File: src/hw/rtl/bdd_pkg.sv
package bdd_pkg;

    localparam int ENERGY_W   = 18;
    localparam int FRAC_W     = 16;
    localparam int CFG_IDX_W  = 3;
    localparam int CFG_DATA_W = 16;
    localparam int DIV_STEPS  = 16;
    localparam int STEP_W     = $clog2(DIV_STEPS);

    localparam logic [FRAC_W-1:0]   ONE_Q15    = 16'd32768;
    localparam logic [FRAC_W-1:0]   HALF_Q15   = 16'd16384;
    localparam logic [ENERGY_W-1:0] ONE_Q8     = 18'd256;
    localparam logic [ENERGY_W-1:0] PEAK_RESET = 18'd5120;
    localparam logic [16:0]         PEAK_DECAY = 17'd65470;

    localparam logic [ENERGY_W-1:0] W_BIN0 = 18'd384;
    localparam logic [ENERGY_W-1:0] W_BIN1 = 18'd179;
    localparam logic [ENERGY_W-1:0] W_BIN2 = 18'd77;

    // register indexes
    localparam logic [CFG_IDX_W-1:0] REG_STRONG_FRACTION   = 3'd0;
    localparam logic [CFG_IDX_W-1:0] REG_RISE_FRACTION     = 3'd1;
    localparam logic [CFG_IDX_W-1:0] REG_VOLUME_RISE       = 3'd2;
    localparam logic [CFG_IDX_W-1:0] REG_COOLDOWN_MS       = 3'd3;
    localparam logic [CFG_IDX_W-1:0] REG_BUILDUP_STEP_UP   = 3'd4;
    localparam logic [CFG_IDX_W-1:0] REG_BUILDUP_STEP_DOWN = 3'd5;
    localparam logic [CFG_IDX_W-1:0] REG_BUILDUP_WEIGHT    = 3'd6;

    // register reset values
    localparam logic [CFG_DATA_W-1:0] RST_STRONG_FRACTION   = 16'd16384;
    localparam logic [CFG_DATA_W-1:0] RST_RISE_FRACTION     = 16'd3277;
    localparam logic [CFG_DATA_W-1:0] RST_VOLUME_RISE       = 16'd512;
    localparam logic [CFG_DATA_W-1:0] RST_COOLDOWN_MS       = 16'd3000;
    localparam logic [CFG_DATA_W-1:0] RST_BUILDUP_STEP_UP   = 16'd328;
    localparam logic [CFG_DATA_W-1:0] RST_BUILDUP_STEP_DOWN = 16'd655;
    localparam logic [CFG_DATA_W-1:0] RST_BUILDUP_WEIGHT    = 16'd13107;

    typedef struct packed {
        logic [CFG_DATA_W-1:0] strong_fraction;
        logic [CFG_DATA_W-1:0] rise_fraction;
        logic [CFG_DATA_W-1:0] volume_rise;
        logic [CFG_DATA_W-1:0] cooldown_ms;
        logic [CFG_DATA_W-1:0] buildup_step_up;
        logic [CFG_DATA_W-1:0] buildup_step_down;
        logic [CFG_DATA_W-1:0] buildup_weight;
    } cfg_t;

    typedef struct packed {
        logic                start;
        logic [ENERGY_W-1:0] num;
        logic [ENERGY_W-1:0] den;
    } div_req_t;

    typedef struct packed {
        logic              done;
        logic [FRAC_W-1:0] quot;
    } div_rsp_t;

    function automatic logic [ENERGY_W-1:0] energy_of(
        input logic [7:0] b0,
        input logic [7:0] b1,
        input logic [7:0] b2
    );
        logic [ENERGY_W-1:0] sum;
        sum = ENERGY_W'(b0) * W_BIN0 + ENERGY_W'(b1) * W_BIN1 + ENERGY_W'(b2) * W_BIN2;
        return sum;
    endfunction

endpackage

File: src/hw/rtl/bdd_if.sv
interface bdd_in_if;
    logic        valid;
    logic        ready;
    logic        frame_valid;
    logic [7:0]  bin_lowest;
    logic [7:0]  bin_second;
    logic [7:0]  bin_third;
    logic [15:0] volume_level;
    logic [31:0] time_ms;

    modport source (
        output valid, frame_valid, bin_lowest, bin_second, bin_third, volume_level, time_ms,
        input  ready
    );
    modport sink (
        input  valid, frame_valid, bin_lowest, bin_second, bin_third, volume_level, time_ms,
        output ready
    );
endinterface

interface bdd_out_if;
    logic        valid;
    logic        ready;
    logic [15:0] intensity;
    logic        drop_fired;

    modport source (
        output valid, intensity, drop_fired,
        input  ready
    );
    modport sink (
        input  valid, intensity, drop_fired,
        output ready
    );
endinterface

File: src/hw/rtl/bdd_cfg_regs.sv
module bdd_cfg_regs
    import bdd_pkg::*;
(
    input  logic                  clk,
    input  logic                  rst_n,
    input  logic                  cfg_we,
    input  logic [CFG_IDX_W-1:0]  cfg_index,
    input  logic [CFG_DATA_W-1:0] cfg_data,
    output cfg_t                  cfg
);

    cfg_t cfg_reg;

    always_ff @(posedge clk or negedge rst_n)
    begin
        if (!rst_n)
        begin
            cfg_reg.strong_fraction   <= RST_STRONG_FRACTION;
            cfg_reg.rise_fraction     <= RST_RISE_FRACTION;
            cfg_reg.volume_rise       <= RST_VOLUME_RISE;
            cfg_reg.cooldown_ms       <= RST_COOLDOWN_MS;
            cfg_reg.buildup_step_up   <= RST_BUILDUP_STEP_UP;
            cfg_reg.buildup_step_down <= RST_BUILDUP_STEP_DOWN;
            cfg_reg.buildup_weight    <= RST_BUILDUP_WEIGHT;
        end
        else if (cfg_we)
        begin
            unique case (cfg_index)
                REG_STRONG_FRACTION:   cfg_reg.strong_fraction   <= cfg_data;
                REG_RISE_FRACTION:     cfg_reg.rise_fraction     <= cfg_data;
                REG_VOLUME_RISE:       cfg_reg.volume_rise       <= cfg_data;
                REG_COOLDOWN_MS:       cfg_reg.cooldown_ms       <= cfg_data;
                REG_BUILDUP_STEP_UP:   cfg_reg.buildup_step_up   <= cfg_data;
                REG_BUILDUP_STEP_DOWN: cfg_reg.buildup_step_down <= cfg_data;
                REG_BUILDUP_WEIGHT:    cfg_reg.buildup_weight    <= cfg_data;
                default:               ;
            endcase
        end
    end

    assign cfg = cfg_reg;

endmodule

File: src/hw/rtl/bdd_div.sv
module bdd_div
    import bdd_pkg::*;
(
    input  logic     clk,
    input  logic     rst_n,
    input  div_req_t req,
    output div_rsp_t rsp
);

    localparam logic [STEP_W-1:0] LAST_STEP = STEP_W'(DIV_STEPS - 1);

    logic                busy_reg;
    logic                done_reg;
    logic [STEP_W-1:0]   step_reg;
    logic [ENERGY_W-1:0] rem_reg;
    logic [ENERGY_W-1:0] den_reg;
    logic [FRAC_W-1:0]   quot_reg;

    logic [ENERGY_W:0]   trial;
    logic [ENERGY_W:0]   diff;
    logic                ge;
    logic [ENERGY_W-1:0] rem_next;

    // first step compares without shifting: numerator never exceeds divisor
    always_comb
    begin
        trial    = (step_reg == '0) ? {1'b0, rem_reg} : {rem_reg, 1'b0};
        ge       = trial >= {1'b0, den_reg};
        diff     = trial - {1'b0, den_reg};
        rem_next = ge ? diff[ENERGY_W-1:0] : trial[ENERGY_W-1:0];
    end

    always_ff @(posedge clk or negedge rst_n)
    begin
        if (!rst_n)
        begin
            busy_reg <= 1'b0;
            done_reg <= 1'b0;
            step_reg <= '0;
        end
        else
        begin
            done_reg <= 1'b0;
            if (req.start)
            begin
                busy_reg <= 1'b1;
                step_reg <= '0;
            end
            else if (busy_reg)
            begin
                step_reg <= step_reg + 1'b1;
                if (step_reg == LAST_STEP)
                begin
                    busy_reg <= 1'b0;
                    done_reg <= 1'b1;
                end
            end
        end
    end

    always_ff @(posedge clk)
    begin
        if (req.start)
        begin
            rem_reg  <= req.num;
            den_reg  <= req.den;
            quot_reg <= '0;
        end
        else if (busy_reg)
        begin
            rem_reg  <= rem_next;
            quot_reg <= {quot_reg[FRAC_W-2:0], ge};
        end
    end

    assign rsp.done = done_reg;
    assign rsp.quot = quot_reg;

endmodule

File: src/hw/rtl/bass_drop_detector.sv
// channel  | dir | payload                                              | transaction
// in_ch    | in  | frame_valid, bin_lowest/second/third, volume, time   | valid & ready
// out_ch   | out | intensity, drop_fired                                | valid & ready
// cfg      | in  | cfg_index, cfg_data                                  | cfg_we
//
// a valid frame with rising bass spends most of its processing in two
// passes of the shared 16-step serial divider (normalized bass, then bass rise)
// a valid frame without rising bass skips the second pass
// an invalid frame leaves the state untouched
// reset restores the register defaults, a peak of 20.0 and clears the other persistent state
// a finished result sits in the output register while the next frame is taken;
// the sequencer waits only if that register is still full when its next result is ready
module bass_drop_detector
    import bdd_pkg::*;
(
    input  logic                  clk,
    input  logic                  rst_n,
    bdd_in_if.sink                in_ch,
    bdd_out_if.source             out_ch,
    input  logic                  cfg_we,
    input  logic [CFG_IDX_W-1:0]  cfg_index,
    input  logic [CFG_DATA_W-1:0] cfg_data
);

    localparam logic [2:0] S_IDLE   = 3'd0;
    localparam logic [2:0] S_PREP   = 3'd1;
    localparam logic [2:0] S_NORM   = 3'd2;
    localparam logic [2:0] S_RISE   = 3'd3;
    localparam logic [2:0] S_UPDATE = 3'd4;
    localparam logic [2:0] S_WEIGHT = 3'd5;
    localparam logic [2:0] S_FINISH = 3'd6;

    cfg_t     cfg;
    div_req_t div_req;
    div_rsp_t div_rsp;

    logic [2:0] state_reg;
    logic [2:0] state_next;

    // persistent detector state
    logic [ENERGY_W-1:0] prior_bass_reg;
    logic [15:0]         prior_volume_reg;
    logic [ENERGY_W-1:0] bass_peak_reg;
    logic [FRAC_W-1:0]   buildup_reg;
    logic [31:0]         last_drop_reg;
    logic                out_valid_reg;

    // per-frame working registers
    logic                frame_valid_reg;
    logic [ENERGY_W-1:0] energy_reg;
    logic [15:0]         volume_reg;
    logic [31:0]         time_reg;
    logic [ENERGY_W-1:0] den_reg;
    logic [FRAC_W-1:0]   norm_reg;
    logic [FRAC_W-1:0]   rise_reg;
    logic [FRAC_W-1:0]   drop_reg;
    logic [FRAC_W-1:0]   weighted_reg;
    logic                fired_reg;
    logic [FRAC_W-1:0]   intensity_reg;
    logic                drop_fired_reg;

    logic                accept_in;
    logic                out_free;
    logic                load_out;
    logic [ENERGY_W-1:0] energy_in;
    logic [34:0]         decay_prod;
    logic [ENERGY_W-1:0] decayed;
    logic [ENERGY_W-1:0] peak_new;
    logic [ENERGY_W-1:0] den_new;
    logic                bass_up;
    logic                vol_up;
    logic [ENERGY_W-1:0] bass_diff;
    logic [15:0]         vol_diff;
    logic [31:0]         elapsed;
    logic                fired;
    logic [FRAC_W:0]     up_sum;
    logic [FRAC_W-1:0]   ramp_up;
    logic [FRAC_W-1:0]   ramp_down;
    logic [FRAC_W-1:0]   buildup_new;
    logic [FRAC_W-1:0]   drop_val;
    logic [31:0]         weight_prod;
    logic [FRAC_W:0]     weight_full;
    logic [FRAC_W-1:0]   weighted_sat;
    logic [FRAC_W-1:0]   result;

    bdd_cfg_regs u_cfg_regs (
        .clk       (clk),
        .rst_n     (rst_n),
        .cfg_we    (cfg_we),
        .cfg_index (cfg_index),
        .cfg_data  (cfg_data),
        .cfg       (cfg)
    );

    bdd_div u_div (
        .clk   (clk),
        .rst_n (rst_n),
        .req   (div_req),
        .rsp   (div_rsp)
    );

    assign in_ch.ready       = (state_reg == S_IDLE);
    assign accept_in         = in_ch.valid && in_ch.ready;
    assign out_free          = !out_valid_reg || out_ch.ready;
    assign load_out          = (state_reg == S_FINISH) && out_free;
    assign out_ch.valid      = out_valid_reg;
    assign out_ch.intensity  = intensity_reg;
    assign out_ch.drop_fired = drop_fired_reg;

    always_comb
    begin
        energy_in  = energy_of(in_ch.bin_lowest, in_ch.bin_second, in_ch.bin_third);
        decay_prod = 35'(bass_peak_reg) * 35'(PEAK_DECAY);
        decayed    = decay_prod[33:16];
        peak_new   = (energy_reg > decayed) ? energy_reg : decayed;
        den_new    = (peak_new > ONE_Q8) ? peak_new : ONE_Q8;

        bass_up   = energy_reg > prior_bass_reg;
        vol_up    = volume_reg > prior_volume_reg;
        bass_diff = energy_reg - prior_bass_reg;
        vol_diff  = volume_reg - prior_volume_reg;
        elapsed   = time_reg - last_drop_reg;

        fired = (norm_reg > cfg.strong_fraction)
             && bass_up && (rise_reg > cfg.rise_fraction)
             && vol_up && (vol_diff > cfg.volume_rise)
             && (elapsed > 32'(cfg.cooldown_ms));

        up_sum    = {1'b0, buildup_reg} + {1'b0, cfg.buildup_step_up};
        ramp_up   = (up_sum > {1'b0, ONE_Q15}) ? ONE_Q15 : up_sum[FRAC_W-1:0];
        ramp_down = (buildup_reg > cfg.buildup_step_down)
                  ? buildup_reg - cfg.buildup_step_down : '0;

        if (fired)
            buildup_new = '0;
        else if (bass_up && vol_up)
            buildup_new = ramp_up;
        else
            buildup_new = ramp_down;

        drop_val = fired ? HALF_Q15 + {1'b0, norm_reg[FRAC_W-1:1]} : '0;

        weight_prod  = 32'(buildup_reg) * 32'(cfg.buildup_weight);
        weight_full  = weight_prod[31:15];
        weighted_sat = (weight_full > {1'b0, ONE_Q15}) ? ONE_Q15 : weight_full[FRAC_W-1:0];

        result = (drop_reg > weighted_reg) ? drop_reg : weighted_reg;
    end

    // divider requests: normalized bass in prep, bass rise after it when bass is rising
    always_comb
    begin
        div_req.start = 1'b0;
        div_req.num   = energy_reg;
        div_req.den   = den_new;
        if (state_reg == S_PREP)
        begin
            div_req.start = 1'b1;
        end
        else if (state_reg == S_NORM)
        begin
            div_req.start = div_rsp.done && bass_up;
            div_req.num   = bass_diff;
            div_req.den   = den_reg;
        end
    end

    always_comb
    begin
        state_next = state_reg;
        unique case (state_reg)
            S_IDLE:
            begin
                if (accept_in)
                    state_next = in_ch.frame_valid ? S_PREP : S_FINISH;
            end
            S_PREP:
                state_next = S_NORM;
            S_NORM:
            begin
                if (div_rsp.done)
                    state_next = bass_up ? S_RISE : S_UPDATE;
            end
            S_RISE:
            begin
                if (div_rsp.done)
                    state_next = S_UPDATE;
            end
            S_UPDATE:
                state_next = S_WEIGHT;
            S_WEIGHT:
                state_next = S_FINISH;
            S_FINISH:
            begin
                if (out_free)
                    state_next = S_IDLE;
            end
            default:
                state_next = S_IDLE;
        endcase
    end

    always_ff @(posedge clk or negedge rst_n)
    begin
        if (!rst_n)
        begin
            state_reg        <= S_IDLE;
            prior_bass_reg   <= '0;
            prior_volume_reg <= '0;
            bass_peak_reg    <= PEAK_RESET;
            buildup_reg      <= '0;
            last_drop_reg    <= '0;
            out_valid_reg    <= 1'b0;
        end
        else
        begin
            state_reg <= state_next;
            if (state_reg == S_PREP)
                bass_peak_reg <= peak_new;
            if (state_reg == S_UPDATE)
            begin
                buildup_reg      <= buildup_new;
                prior_bass_reg   <= energy_reg;
                prior_volume_reg <= volume_reg;
                if (fired)
                    last_drop_reg <= time_reg;
            end
            if (load_out)
                out_valid_reg <= 1'b1;
            else if (out_ch.ready)
                out_valid_reg <= 1'b0;
        end
    end

    always_ff @(posedge clk)
    begin
        if (accept_in)
        begin
            frame_valid_reg <= in_ch.frame_valid;
            energy_reg      <= energy_in;
            volume_reg      <= in_ch.volume_level;
            time_reg        <= in_ch.time_ms;
            // invalid frame: zero result
            drop_reg        <= '0;
            weighted_reg    <= '0;
            fired_reg       <= 1'b0;
        end
        if (state_reg == S_PREP)
            den_reg <= den_new;
        if (state_reg == S_NORM && div_rsp.done)
        begin
            norm_reg <= div_rsp.quot;
            rise_reg <= '0;
        end
        if (state_reg == S_RISE && div_rsp.done)
            rise_reg <= div_rsp.quot;
        if (state_reg == S_UPDATE)
        begin
            drop_reg  <= drop_val;
            fired_reg <= fired;
        end
        if (state_reg == S_WEIGHT)
            weighted_reg <= frame_valid_reg ? weighted_sat : '0;
        if (load_out)
        begin
            intensity_reg  <= result;
            drop_fired_reg <= fired_reg;
        end
    end

endmodule

File: src/flat_wrapper.sv
// flat-port wrapper written by rule: the top's interface ports become plain ports
module bass_drop_detector_flat import bdd_pkg::*;
  (clk, rst_n, cfg_we, cfg_index, cfg_data, in_ch_valid, in_ch_frame_valid, in_ch_bin_lowest, in_ch_bin_second, in_ch_bin_third, in_ch_volume_level, in_ch_time_ms, in_ch_ready, out_ch_valid, out_ch_intensity, out_ch_drop_fired, out_ch_ready);
  bdd_in_if in_ch_i ();
  bdd_out_if out_ch_i ();
  input  logic clk;
  input  logic rst_n;
  input  logic cfg_we;
  input  logic [CFG_IDX_W-1:0] cfg_index;
  input  logic [CFG_DATA_W-1:0] cfg_data;
  input wire logic [$bits(in_ch_i.valid)-1:0] in_ch_valid;
  input wire logic [$bits(in_ch_i.frame_valid)-1:0] in_ch_frame_valid;
  input wire logic [$bits(in_ch_i.bin_lowest)-1:0] in_ch_bin_lowest;
  input wire logic [$bits(in_ch_i.bin_second)-1:0] in_ch_bin_second;
  input wire logic [$bits(in_ch_i.bin_third)-1:0] in_ch_bin_third;
  input wire logic [$bits(in_ch_i.volume_level)-1:0] in_ch_volume_level;
  input wire logic [$bits(in_ch_i.time_ms)-1:0] in_ch_time_ms;
  output wire logic [$bits(in_ch_i.ready)-1:0] in_ch_ready;
  output wire logic [$bits(out_ch_i.valid)-1:0] out_ch_valid;
  output wire logic [$bits(out_ch_i.intensity)-1:0] out_ch_intensity;
  output wire logic [$bits(out_ch_i.drop_fired)-1:0] out_ch_drop_fired;
  input wire logic [$bits(out_ch_i.ready)-1:0] out_ch_ready;
  assign in_ch_i.valid = in_ch_valid;
  assign in_ch_i.frame_valid = in_ch_frame_valid;
  assign in_ch_i.bin_lowest = in_ch_bin_lowest;
  assign in_ch_i.bin_second = in_ch_bin_second;
  assign in_ch_i.bin_third = in_ch_bin_third;
  assign in_ch_i.volume_level = in_ch_volume_level;
  assign in_ch_i.time_ms = in_ch_time_ms;
  assign in_ch_ready = in_ch_i.ready;
  assign out_ch_valid = out_ch_i.valid;
  assign out_ch_intensity = out_ch_i.intensity;
  assign out_ch_drop_fired = out_ch_i.drop_fired;
  assign out_ch_i.ready = out_ch_ready;
  bass_drop_detector u_core (.clk(clk), .rst_n(rst_n), .in_ch(in_ch_i), .out_ch(out_ch_i), .cfg_we(cfg_we), .cfg_index(cfg_index), .cfg_data(cfg_data));
endmodule
File: config.mk
export PLATFORM = sky130hd
export DESIGN_NAME = bass_drop_detector_flat
export DESIGN_NICKNAME = d
export VERILOG_FILES = /design/src/hw/rtl/bdd_pkg.sv /design/src/hw/rtl/bdd_if.sv /design/src/hw/rtl/bdd_cfg_regs.sv /design/src/hw/rtl/bdd_div.sv /design/src/hw/rtl/bass_drop_detector.sv /design/src/flat_wrapper.sv
export SDC_FILE = /design/constraint.sdc
export NUM_CORES = 2
export LEC_CHECK = 0
export ABC_AREA = 1
export BUFFER_PORTS_ARGS = -buffer_cell sky130_fd_sc_hd__buf_2
export CORE_UTILIZATION = 68
export CTS_CLUSTER_SIZE = 40
export DETAILED_ROUTE_END_ITERATION = 10
export PLACE_DENSITY = 0.86
export SETUP_SLACK_MARGIN = 0.4
export SLEW_MARGIN = 15
export SYNTH_ARGS = -nofsm -noshare
export SYNTH_HDL_FRONTEND = slang
export SYNTH_SLANG_ARGS = --single-unit
File: constraint.sdc
create_clock -name clk -period 18.5 [get_ports clk]
set_input_delay 0 -clock clk [delete_from_list [all_inputs] [get_ports clk]]
set_output_delay 0 -clock clk [all_outputs]
set_load 0.02 [all_outputs]
==> report_table.html <==
<table>
<tr><th>Metric</th><th>Value</th></tr>
<tr><th colspan="2">Logic synthesis</th></tr>
<tr><td>Part of the Yosys area used for sequential elements</td><td>27.1%</td></tr>
<tr><td>Simple-gate portion of the synthesized area</td><td>19.0%</td></tr>
<tr><td>Share of flip-flops with an asynchronous set or reset after synthesis</td><td>50.3%</td></tr>
<tr><td>Count of different cell masters after synthesis</td><td>60</td></tr>
<tr><td>Post-Synth Adder-Cell Area</td><td>31.8%</td></tr>
<tr><td>Count of mapped cells out of synthesis</td><td>5476</td></tr>
<tr><td>Number of warnings issued by yosys</td><td>0</td></tr>
<tr><td>Fraction of the mapped netlist area in compound gates</td><td>8.57%</td></tr>
<tr><td>Net count of the mapped netlist</td><td>6467</td></tr>
<tr><td>Post-synth EDFFs</td><td>203</td></tr>
<tr><td>#FFs+latches synth</td><td>441</td></tr>
<tr><td>Mean instance size in the synthesized netlist</td><td>8.10 sq um</td></tr>
<tr><td>Main combinational cell family by area after synthesis</td><td>adder cells</td></tr>
<tr><td>Flip-flop cell with the highest count after synthesis</td><td>sky130_fd_sc_hd__edfxtp_1</td></tr>
<tr><td>Post-synthesis xor/xnor area fraction</td><td>2.19%</td></tr>
<tr><td>Proportion of synthesized area in mux cells</td><td>0.0480%</td></tr>
<tr><td>Post-synth design cell area</td><td>44300 sq um</td></tr>
<tr><th colspan="2">Cells and area</th></tr>
<tr><td>Nets@finish</td><td>6572</td></tr>
<tr><td>Final std cells w/o fill</td><td>6478</td></tr>
<tr><td>Share of cells above drive strength 1</td><td>5.73%</td></tr>
<tr><td>Number of flip-flops in the largest register</td><td>112</td></tr>
<tr><td>Fill count</td><td>4672</td></tr>
<tr><td>Area delta synth-&gt;final</td><td>8.10%</td></tr>
<tr><td>Multi-input gate area</td><td>27300 sq um</td></tr>
<tr><td>FF/Latch Area</td><td>12000 sq um</td></tr>
<tr><th colspan="2">Worst setup path</th></tr>
<tr><td>Crit. End Element</td><td>register</td></tr>
<tr><td>Setup CP Type</td><td>reg2reg</td></tr>
<tr><td>CP max stage cell</td><td>sky130_fd_sc_hd__fa_1</td></tr>
<tr><td>Crit Reg-Reg Endpoint</td><td>u_core.u_div.den_reg[0]$_DFFE_PN_</td></tr>
<tr><td>Launch instance of the worst register-to-register path</td><td>u_core.bass_peak_reg[10]$_DFFE_PN1P_</td></tr>
<tr><td>Worst setup slack for register-to-register paths</td><td>10340 ps</td></tr>
<tr><td>Capture point of the worst path</td><td>u_core.u_div.den_reg[0]$_DFFE_PN_</td></tr>
<tr><td>Crit path required time</td><td>18830 ps</td></tr>
<tr><td>Largest fanout of any net on the critical path</td><td>19</td></tr>
<tr><td>Start point of the critical path</td><td>u_core.bass_peak_reg[10]$_DFFE_PN1P_</td></tr>
<tr><td>Worst R2R Path Depth</td><td>35</td></tr>
<tr><td>Arrival @ worst endpoint</td><td>8490 ps</td></tr>
<tr><td>Crit path launch type</td><td>register</td></tr>
<tr><td>Biggest cell delay along the critical path</td><td>720 ps</td></tr>
<tr><th colspan="2">Timing</th></tr>
<tr><td>Shortest clock period the worst path allows after layout</td><td>8160 ps</td></tr>
<tr><td>Setup slack of the critical path after layout</td><td>10340 ps</td></tr>
<tr><td>Setup repair after global routing missed its margin</td><td>no</td></tr>
<tr><td>Worst-margin pin slew</td><td>1070 ps</td></tr>
<tr><td>Fmax achieved</td><td>0.123 GHz</td></tr>
<tr><td>Final setup violating endpoints</td><td>0</td></tr>
<tr><td>Slew Limit Headroom</td><td>28.6%</td></tr>
<tr><td>Final clock period utilization by the worst path</td><td>44.1%</td></tr>
<tr><td>Summed negative setup slack over all endpoints</td><td>0 ps</td></tr>
<tr><td>Final hold viol count</td><td>0</td></tr>
<tr><td>Max-slew violations</td><td>0</td></tr>
<tr><td>Clock Skews</td><td>43.4 ps</td></tr>
<tr><th colspan="2">Place</th></tr>
<tr><td>DP Wirelength</td><td>88.7 mm</td></tr>
<tr><td>Inst Count DP</td><td>6318</td></tr>
<tr><td>Last weighted congestion value of the routability-driven placer</td><td>0.982</td></tr>
<tr><td>Input/output buffers</td><td>115</td></tr>
<tr><td>Pre-CTS setup slack</td><td>10420 ps</td></tr>
<tr><th colspan="2">Detailed routing</th></tr>
<tr><td>Routed via count divided by cell count</td><td>5.76</td></tr>
<tr><td>Total wire length after detailed routing</td><td>120 mm</td></tr>
<tr><td>Post-detailed-route wirelength per cell</td><td>18.6 um</td></tr>
<tr><td>Routed Antenna Nets</td><td>0</td></tr>
<tr><td>Remaining routing DRC violations</td><td>0</td></tr>
<tr><td>Drt first pass iters</td><td>6</td></tr>
<tr><td>Count of routing violations after the opening detailed-route iteration</td><td>3524</td></tr>
<tr><td>Number of vias in the routed layout</td><td>37300</td></tr>
<tr><th colspan="2">Floorplanning</th></tr>
<tr><td>Initial core utilization</td><td>68.8%</td></tr>
<tr><td>Number of rows created at floorplan</td><td>93</td></tr>
<tr><td>Ports placed on the boundary</td><td>116</td></tr>
<tr><td>Overall die height</td><td>257 um</td></tr>
<tr><td>Area of the die</td><td>66200 sq um</td></tr>
<tr><td>Die extent in x</td><td>257 um</td></tr>
<tr><td>Core Region</td><td>64500 sq um</td></tr>
<tr><th colspan="2">Clock tree</th></tr>
<tr><td>Post-CTS setup-driven buffer insertion count</td><td>0</td></tr>
<tr><td>Total clock sinks</td><td>441</td></tr>
<tr><td>TritonCTS buffer count</td><td>49</td></tr>
<tr><td>Clock tree from TritonCTS</td><td>yes</td></tr>
<tr><td>Maximum level of the CTS H-tree</td><td>2</td></tr>
<tr><td>Hold buffers post-CTS</td><td>67</td></tr>
<tr><td>Clock Path Buffers</td><td>3</td></tr>
<tr><td>Later-pin clock latency in the skew report</td><td>620 ps</td></tr>
<tr><td>Number of cells upsized or downsized after cts</td><td>0</td></tr>
<tr><td>Clk slew on worst S/H paths</td><td>70 ps</td></tr>
<tr><td>CTS Root Cell</td><td>sky130_fd_sc_hd__clkbuf_16</td></tr>
<tr><th colspan="2">Global route</th></tr>
<tr><td>Met3 GRT Util</td><td>5.81%</td></tr>
<tr><td>Global-route track usage on met2</td><td>62.3%</td></tr>
<tr><td>Total grt overflow</td><td>0</td></tr>
<tr><td>GRT Total Usage</td><td>36.9%</td></tr>
<tr><td>Antenna violations before repair</td><td>3</td></tr>
<tr><td>Maximum number of pins on one net before global-route repair</td><td>135</td></tr>
<tr><td>First-pass GRT wire length</td><td>194 mm</td></tr>
<tr><td>Fraction of met1 tracks used by global routing</td><td>46.6%</td></tr>
<tr><td>Grt peak-use layer</td><td>met2</td></tr>
<tr><td>Vias in the first global route</td><td>38100</td></tr>
<tr><th colspan="2">Run status</th></tr>
<tr><td>Status</td><td>complete, no violations</td></tr>
<tr><th colspan="2">Hold path</th></tr>
<tr><td>Path type of the worst min-delay path</td><td>in2async</td></tr>
<tr><th colspan="2">Run</th></tr>
<tr><td>Number of maximum-capacitance violations</td><td>0</td></tr>
</table>
-- worst min-delay path by stage --
stage / cells past startpoint / slack (ps) / endpoint / from
final: 2 / 50 / u_core.u_cfg_regs.cfg[3]$_DFFE_PN0P_ / rst_n
after floorplan: 0 / -300 / u_core.bass_peak_reg[0]$_DFFE_PN0P_ / rst_n
after CTS: 3 / 10 / u_core.energy_reg[1]$_DFFE_PP_ / in_ch_bin_third[0]
after global placement: 1 / 110 / u_core.u_cfg_regs.cfg[3]$_DFFE_PN0P_ / rst_n
after detailed placement: 1 / 120 / u_core.u_cfg_regs.cfg[2]$_DFFE_PN0P_ / rst_n
after global routing: 3 / 30 / u_core.u_cfg_regs.cfg[2]$_DFFE_PN0P_ / cfg_data[2]
-- synth_stat cells, drive strengths merged, types with 5 or more instances --
cell type,instances,area share [%]
nand2,1350,12
inv,1166,9.9
ha,506,14
fa,388,18
nor2,330,3.1
o21ai,318,3.6
a21oi,248,2.8
edfxtp,203,14
nand3,195,2.3
dfrtp,187,11
clkbuf,118,1.0
xor2,72,1.4
nand4,71,1.0
xnor2,39,0.77
dfstp,35,2.1
nor3,33,0.41
buf,27,0.43
o21bai,21,0.36
a211oi,20,0.34
a21o,18,0.30
a31oi,18,0.25
dfxtp,16,0.72
o21a,13,0.22
nand3b,12,0.23
o211ai,11,0.19
and2,10,0.14
a21boi,9,0.15
or2,9,0.13
nor4,8,0.11
o221ai,5,0.099
o22ai,5,0.071
-- per-layer routing --
layer / vias up / wire length (um)
met5: - / 0
met4: 0 / 6160
met3: 388 / 9340
met2: 1699 / 57700
met1: 17800 / 47000
li1: 17400 / -
-- through the flow --
step | hold slack (ps) | util, % | area [sq um]
6_report | 46.7 | 74.4 | 47900
4_1_cts | 9.91 | 74.4 | 47900
3_5_place_dp | 117 | 70.6 | 45500
5_1_grt | 27.8 | 74.4 | 47900
2_1_floorplan | -296 | - | 44300
3_3_place_gp | 110 | 70.6 | 45500
-- kinds of logic (layout without fill, tap and decap cells) --
family / after synthesis / in the layout
other cells: 0 / 2
compound gates: 695 / 695
xor+xnor: 111 / 111
flops: 441 / 441
simple gates: 2021 / 2021
buf+inv: 1312 / 1457
mux: 2 / 2
fa+ha+maj: 894 / 894
-- worst max-delay path, delay by kind of cell (launching register included) --
kind | cells | cell delay [ps]
buffers and inverters | 4 | 450
AO/OA/AOI/OAI | 2 | 160
AND/OR/NAND/NOR | 21 | 2850
adder cells (fa/ha/maj) | 8 | 3840
flip-flops | 1 | 560
-- final cells by class --
type	count	share of cell area, %
tap	855	2.23
multi-input combinational	3723	57.0
inverter	1167	9.14
clock inverter	26	0.759
timing repair buffer	199	2.91
antenna	2	0.0104
clock buffer	65	2.85
sequential	441	25.1
-- layout by cell type, fill, tap and decap left out, drive strengths merged, types with 8 or more instances in the layout --
master and n:
dlygate4sd3 67, dfstp 35, xor2 72, a21oi 248, clkinv 15, a21o 18, xnor2 39, nand3 195
a31oi 18, o21bai 21, buf 132, and2 10, nor3 33, dfrtp 187, o21ai 318, a21boi 9
nand4 71, nor4 8, a211oi 20, clkbuf 65, dfxtp 16, ha 506, nand3b 12, or2 9
edfxtp 203, nand2 1350, fa 388, nor2 330, inv 1169, o211ai 11, o21a 13
Power is left out: the tool's default activity adds up to more than one toggle a clock period on the data nets, which glitch-free logic cannot reach.
